==> src/design/fbc_pkg.sv <==
// ----------------------------------------------------------------------------
// fbc_pkg
// Shared types and operation codes for the four-bit CPU execute block.
// ----------------------------------------------------------------------------
`default_nettype none

package fbc_pkg;

	localparam int unsigned DATA_W  = 4;
	localparam int unsigned INSTR_W = 8;
	localparam int unsigned IMM_W   = 3;

	localparam int unsigned BIT_JUMP  = 7;
	localparam int unsigned BIT_CJUMP = 6;

	// instruction bits 5:2
	localparam logic [3:0] OP_ADD_A = 4'h0;
	localparam logic [3:0] OP_SUB_A = 4'h1;
	localparam logic [3:0] OP_LDI_A = 4'h2;
	localparam logic [3:0] OP_LDI_AH = 4'h3;
	localparam logic [3:0] OP_ADD_B = 4'h4;
	localparam logic [3:0] OP_SUB_B = 4'h5;
	localparam logic [3:0] OP_LDI_B = 4'h6;
	localparam logic [3:0] OP_LDI_BH = 4'h7;
	localparam logic [3:0] OP_OUT_A = 4'h8;

	typedef logic [DATA_W-1:0] data_t;

	typedef struct packed {
		data_t acc_a;
		data_t acc_b;
		data_t out_reg;
		logic  carry;
		logic  overflow;
	} arch_state_t;

endpackage : fbc_pkg

`default_nettype wire

==> src/design/fbc_exec.sv <==
// ----------------------------------------------------------------------------
// fbc_exec
// Decode and execute one instruction against the current machine state.
// ----------------------------------------------------------------------------
`default_nettype none

module fbc_exec #(
	parameter int unsigned PC_WIDTH = 4
) (
	input  wire logic [fbc_pkg::INSTR_W-1:0] instr,
	input  wire fbc_pkg::arch_state_t        state,
	input  wire logic [PC_WIDTH-1:0]         pc,
	output fbc_pkg::arch_state_t             state_nxt,
	output logic [PC_WIDTH-1:0]              pc_nxt,
	output logic                             wrote
);

	logic [fbc_pkg::IMM_W-1:0]  imm;
	logic [3:0]                 op;
	logic [fbc_pkg::DATA_W:0]   sum;
	logic [fbc_pkg::DATA_W:0]   diff;
	fbc_pkg::data_t             add_r;
	fbc_pkg::data_t             sub_r;
	logic                       add_c;
	logic                       add_v;
	logic                       sub_c;
	logic                       sub_v;
	logic                       jump;
	logic                       sa;
	logic                       sb;

	assign imm  = instr[fbc_pkg::IMM_W-1:0];
	assign op   = instr[5:2];
	assign sa   = state.acc_a[fbc_pkg::DATA_W-1];
	assign sb   = state.acc_b[fbc_pkg::DATA_W-1];

	assign sum   = {1'b0, state.acc_a} + {1'b0, state.acc_b};
	assign diff  = {1'b0, state.acc_a} - {1'b0, state.acc_b};
	assign add_r = sum[fbc_pkg::DATA_W-1:0];
	assign sub_r = diff[fbc_pkg::DATA_W-1:0];
	assign add_c = sum[fbc_pkg::DATA_W];
	assign sub_c = diff[fbc_pkg::DATA_W];
	assign add_v = (sa == sb) && (sa != add_r[fbc_pkg::DATA_W-1]);
	assign sub_v = (sa != sb) && (sa != sub_r[fbc_pkg::DATA_W-1]);

	always_comb begin
		state_nxt = state;
		wrote     = 1'b0;
		jump      = 1'b0;
		priority if (instr[fbc_pkg::BIT_JUMP]) begin
			jump = 1'b1;
		end else if (instr[fbc_pkg::BIT_CJUMP]) begin
			jump = state.carry;
		end else begin
			unique case (op)
				fbc_pkg::OP_ADD_A: begin
					state_nxt.acc_a    = add_r;
					state_nxt.carry    = add_c;
					state_nxt.overflow = add_v;
				end
				fbc_pkg::OP_ADD_B: begin
					state_nxt.acc_b    = add_r;
					state_nxt.carry    = add_c;
					state_nxt.overflow = add_v;
				end
				fbc_pkg::OP_SUB_A: begin
					state_nxt.acc_a    = sub_r;
					state_nxt.carry    = sub_c;
					state_nxt.overflow = sub_v;
				end
				fbc_pkg::OP_SUB_B: begin
					state_nxt.acc_b    = sub_r;
					state_nxt.carry    = sub_c;
					state_nxt.overflow = sub_v;
				end
				fbc_pkg::OP_OUT_A: begin
					state_nxt.out_reg = state.acc_a;
					wrote             = 1'b1;
				end
				fbc_pkg::OP_LDI_A, fbc_pkg::OP_LDI_AH: begin
					state_nxt.acc_a = fbc_pkg::DATA_W'(imm);
				end
				fbc_pkg::OP_LDI_B, fbc_pkg::OP_LDI_BH: begin
					state_nxt.acc_b = fbc_pkg::DATA_W'(imm);
				end
				default: begin
				end
			endcase
		end

		if (jump) begin
			pc_nxt             = PC_WIDTH'(imm);
			state_nxt.carry    = 1'b0;
			state_nxt.overflow = 1'b0;
		end else begin
			pc_nxt = pc + PC_WIDTH'(1);
		end
	end

endmodule : fbc_exec

`default_nettype wire

==> src/design/four_bit_cpu_execute.sv <==
// ----------------------------------------------------------------------------
// four_bit_cpu_execute
// Path: an accepted instruction is captured in the input register, then
// executed into the machine state and result register, from which the
// result is presented. Throughput: one instruction per cycle, set by the
// single execute stage, while out_ready does not stall the result register.
// Reset: asynchronous, clears A, B, O, flags, program counter and both stages.
// ----------------------------------------------------------------------------
`default_nettype none

module four_bit_cpu_execute #(
	parameter int unsigned PC_WIDTH = 4
) (
	input  wire logic                          clk,
	input  wire logic                          arst_n,
	input  wire logic                          in_valid,
	output logic                               in_ready,
	input  wire logic [fbc_pkg::INSTR_W-1:0]   instr_bits,
	output logic                               out_valid,
	input  wire logic                          out_ready,
	output logic [3:0]                         next_pc,
	output logic [fbc_pkg::DATA_W-1:0]         reg_a_value,
	output logic [fbc_pkg::DATA_W-1:0]         reg_b_value,
	output logic [fbc_pkg::DATA_W-1:0]         out_value,
	output logic                               out_written,
	output logic                               carry_flag,
	output logic                               overflow_flag
);

	logic [fbc_pkg::INSTR_W-1:0] instr_s1;
	logic                        valid_s1;
	logic                        valid_s2;
	logic                        wrote_s2;
	fbc_pkg::arch_state_t        state_q;
	fbc_pkg::arch_state_t        state_nxt;
	logic [PC_WIDTH-1:0]         pc_q;
	logic [PC_WIDTH-1:0]         pc_nxt;
	logic                        wrote;
	logic                        advance;

	assign advance  = valid_s1 && (!valid_s2 || out_ready);
	assign in_ready = !valid_s1 || advance;

	fbc_exec #(
		.PC_WIDTH(PC_WIDTH)
	) u_exec (
		.instr    (instr_s1),
		.state    (state_q),
		.pc       (pc_q),
		.state_nxt(state_nxt),
		.pc_nxt   (pc_nxt),
		.wrote    (wrote)
	);

	always_ff @(posedge clk or negedge arst_n) begin
		if (!arst_n) begin
			valid_s1 <= 1'b0;
		end else if (in_ready) begin
			valid_s1 <= in_valid;
		end
	end

	always_ff @(posedge clk) begin
		if (in_valid && in_ready) begin
			instr_s1 <= instr_bits;
		end
	end

	always_ff @(posedge clk or negedge arst_n) begin
		if (!arst_n) begin
			valid_s2 <= 1'b0;
			wrote_s2 <= 1'b0;
			state_q  <= '0;
			pc_q     <= '0;
		end else if (advance) begin
			valid_s2 <= 1'b1;
			wrote_s2 <= wrote;
			state_q  <= state_nxt;
			pc_q     <= pc_nxt;
		end else if (out_ready) begin
			valid_s2 <= 1'b0;
		end
	end

	assign out_valid     = valid_s2;
	assign next_pc       = 4'(pc_q);
	assign reg_a_value   = state_q.acc_a;
	assign reg_b_value   = state_q.acc_b;
	assign out_value     = state_q.out_reg;
	assign out_written   = wrote_s2;
	assign carry_flag    = state_q.carry;
	assign overflow_flag = state_q.overflow;

	a_advance_fills: assert property (@(posedge clk) disable iff (!arst_n)
		advance |=> valid_s2)
		else $error("execute stage did not present its result");

	a_out_copy: assert property (@(posedge clk) disable iff (!arst_n)
		(valid_s2 && wrote_s2) |-> (state_q.out_reg == state_q.acc_a))
		else $error("O differs from A after O = A");

	a_jump_clears: assert property (@(posedge clk) disable iff (!arst_n)
		(advance && instr_s1[fbc_pkg::BIT_JUMP]) |=> (!state_q.carry && !state_q.overflow))
		else $error("jump left a flag set");

	a_pc_step: assert property (@(posedge clk) disable iff (!arst_n)
		(advance && !instr_s1[fbc_pkg::BIT_JUMP] && !instr_s1[fbc_pkg::BIT_CJUMP])
		|=> (pc_q == PC_WIDTH'($past(pc_q) + PC_WIDTH'(1))))
		else $error("program counter did not advance by one");

endmodule : four_bit_cpu_execute

`default_nettype wire
==> config.mk <==
export PLATFORM = sky130hd
export DESIGN_NAME = four_bit_cpu_execute
export DESIGN_NICKNAME = d
export VERILOG_FILES = /design/src/design/fbc_pkg.sv /design/src/design/fbc_exec.sv /design/src/design/four_bit_cpu_execute.sv
export SDC_FILE = /design/constraint.sdc
export NUM_CORES = 1
export LEC_CHECK = 0
export ABC_AREA = 1
export BUFFER_PORTS_ARGS = -buffer_cell sky130_fd_sc_hd__buf_2
export CAP_MARGIN = 20
export CORE_ASPECT_RATIO = 1.25
export CORE_MARGIN = 2
export CORE_UTILIZATION = 49
export CTS_CLUSTER_DIAMETER = 30
export CTS_CLUSTER_SIZE = 24
export DETAILED_ROUTE_END_ITERATION = 16
export PLACE_DENSITY = 0.77
export SYNTH_ARGS = -nofsm -noshare
export SYNTH_HDL_FRONTEND = slang
export SYNTH_SLANG_ARGS = --single-unit
==> constraint.sdc <==
create_clock -name clk -period 1.45 [get_ports clk]
set_input_delay 0 -clock clk [delete_from_list [all_inputs] [get_ports clk]]
set_output_delay 0 -clock clk [all_outputs]
set_load 0.01 [all_outputs]
==> results_dict.tcl <==
set metrics [dict create \
    seq_area_frac_synth 0.4503 \
    synth.most_common_cell "nand2_1" \
    antenna_found_initial 0 \
    cts_buffer_depth 2 \
    hold_class "input port to register" \
    synth.largest_area_cell "dfrtp_1" \
    cp.required_ps 1650 \
    async_flop_share 0.7241 \
    max_freq_mhz 609.9 \
    diodes 0 \
    synth_common_cells "nand2_1 (45), dfrtp_1 (21), inv_1 (17), nand3_1 (17), a21oi_1 (12)" \
    period_share 1.131 \
    reg2regPathDepth 5 \
    gp_congestion 0.9266 \
    ys_top_cells_by_area "dfrtp_1 (31%), edfxtp_1 (14%), nand2_1 (9.9%)" \
    pin_count 33 \
    r2r_slack_ps -190 \
    syn_nets 213 \
    slew_headroom 0.6690 \
    overflow 0 \
    cts_buffers 5 \
    finClkSkew_ps 7.925 \
    place_inst 269 \
    finalSetupViolCount 7 \
    grt_pass1_wl_mm 6.216 \
    cts-root-buf "clkbuf_8" \
    core-area_mm2 0.003252 \
    synthFlopType "dfrtp_1" \
    ant_nets 0 \
    via_per_inst 5.302 \
    drive_gt1_frac 0.3937 \
    wire_per_inst_um 13.92 \
    fin_nets 276 \
    yosysUniqueCellTypes 30 \
    row_count 23 \
    status "finished, violations left" \
    fin_crit_ps 1640 \
    syn_to_final_growth_pct 35.39 \
    cts.sinks 29 \
    setup.worst_path.class "register to register" \
    worst_pin_slew_ps 496.5 \
    setup_slack_ps -189.6 \
    min_delay_path_depth 4 \
    dpl_worst_slack_ps -169.7 \
    end_kind "register" \
    maxSlewViolCount 0 \
    die_height_um 69.86 \
    power_density_mw_per_mm2 2094 \
    synth_seq_cells 29 \
    ff_latch_area_um2 767.0 \
    port_buffers 32 \
    initial_core_util 0.5229 \
    yosysWarningCount 0 \
    final-instance-count-excl-fill 291 \
    tritoncts "built" \
    syn_inst 190 \
    clkTransAtPathRegs_ps 60 \
    wl_mm 4.052 \
    drt-pass1-iter-count 4 \
    synth.avg_cell_area_um2 8.949 \
    tns_ps -889.4 \
    initialDrtViolationCount 78 \
    cp-start-kind "register" \
    multiInputGateArea_um2 923.4 \
    track_usage 0.2041 \
    cp.arrival_ps 1840 \
    hpwl_mm 2.716 \
    grt_max_degree 22 \
    htreeDepth 2 \
    yosysTopAreaCellShare 0.3091 \
    syn_area_mm2 0.001700 \
    clkLatencyLatePin_ps 280 \
    die_x_um 56.69 \
    hold_viol 0 \
    drcViolationCount 0 \
    grt_pass1_vias 1430 \
    rsz0062_at_grt "true" \
    n_fill_cell 239 \
    crit_fanout 3 \
    violations "setup timing" \
    synth_edf_count 8 \
    p_leak_nw 1.152 \
    dieArea_mm2 0.003960 \
    vias 1543 \
    drv_cap 0 \
    ir_worst_vdd_mv 2.144 \
]
[through the flow]
stage / hold WS [ps] / total power [mW] / util / area, um^2
finish: 32.36 / 4.822 / 0.7080 / 2302
global route: 45.91 / 5.182 / 0.7080 / 2302
CTS: 21.72 / 4.432 / 0.6849 / 2227
detailed placement: -4.474 / 3.566 / 0.6114 / 1988
global placement: -10.99 / 3.502 / 0.6114 / 1988
floorplan: -295.6 / 2.778 / - / 1710
[registers in the layout, summed over array words and instances, names as in the netlist]
register / count
instr_s1: 8
next_pc: 4
out_value: 4
reg_a_value: 4
reg_b_value: 4
carry_flag: 1
out_valid: 1
out_written: 1
overflow_flag: 1
valid_s1: 1
[final cells by class]
cell class                      instances  area share
Multi-Input combinational cell        136      0.4011
Sequential cell                        29      0.3332
Timing Repair Buffer                   57      0.1620
Inverter                               24     0.04457
Clock buffer                            8     0.03913
Tap cell                               37     0.02011
[placed cells by master (no fill, tap or decap), types with 2 or more instances in the layout]
cell           Yosys  routed
nand2_1           45      44
nand3_2            1       2
fa_2               0       2
a21oi_2            1       4
nand3_1           17      16
clkbuf_8           0       6
a31oi_1            2       2
ha_2               0       2
buf_2              0      32
clkinv_4           2       2
a21oi_1           12       8
o21ai_0            9       7
ha_4               0       3
nor2_2             3       3
inv_1             17      11
o21ai_2            0       3
nor2_1            11      11
clkbuf_1           0       2
edfxtp_1           8       8
xor2_1             2       2
nand2_4            3       3
buf_4              1      15
nand2_2            1       2
o21ai_1            6       5
ha_1               9       4
inv_2              5      10
dfrtp_1           21      20
dlygate4sd3_1      0      10
nor2_4             2       2
nand3b_1           2       2
[per-layer routing]
layer / global-route usage / vias to the layer above / routed length [um]
met4: 0.09788 / 0 / 157
met5: 0 / - / 0
li1: - / 751 / -
met2: 0.3333 / 64 / 2070
met3: 0.05741 / 17 / 240
met1: 0.2446 / 711 / 1583
[power breakdown]
group | internal, mW | leakage, nW | switching [mW] | total (mW)
combinational | 1.32 | 0.766 | 1.53 | 2.85
sequential | 1.06 | 0.341 | 0.237 | 1.30
clock | 0.386 | 0.0455 | 0.293 | 0.679
[critical path: stages, from the launching register on]
cell and delay (ps):
dfrtp_1 430, ha_1 250, fa_2 400, xnor2_2 200
nand2_1 90, a31oi_2 190
[logic make-up after synthesis]
logic type               count (synthesis)  synth area share
multiplexers                             1          0.006622
AO/OA/AOI/OAI                           32            0.1038
flip-flops                              29            0.4503
AND/OR/NAND/NOR                         88            0.2656
buffers and inverters                   25           0.06329
adder cells (fa/ha/maj)                 11           0.08977
XOR/XNOR                                 4           0.02061
[repair_timing]
| item | CTS | global route |
|---|---|---|
| hold buffers | 10 | 0 |
| setup endpoints to repair | 8 | 8 |
| gates resized for setup | 10 | 14 |
| pin swaps | 5 | 8 |
| hold endpoints to repair | 30 | 0 |
| buffers inserted | 2 | 2 |
[final timing paths]
| check | endpoint | start |
|---|---|---|
| max reg2reg | reg_a_value[2]$_DFFE_PN0P_ | reg_b_value[0]$_DFFE_PN0P_ |
| max in group asynchronous | reg_a_value[1]$_DFFE_PN0P_ | arst_n |
| min in group asynchronous | reg_b_value[2]$_DFFE_PN0P_ | arst_n |
| max | reg_a_value[2]$_DFFE_PN0P_ | reg_b_value[0]$_DFFE_PN0P_ |
| min | out_valid$_DFFE_PN0P_ | out_ready |
| min reg2reg | overflow_flag$_DFFE_PN0P_ | overflow_flag$_DFFE_PN0P_ |
Power figures use the tool's default switching activity.
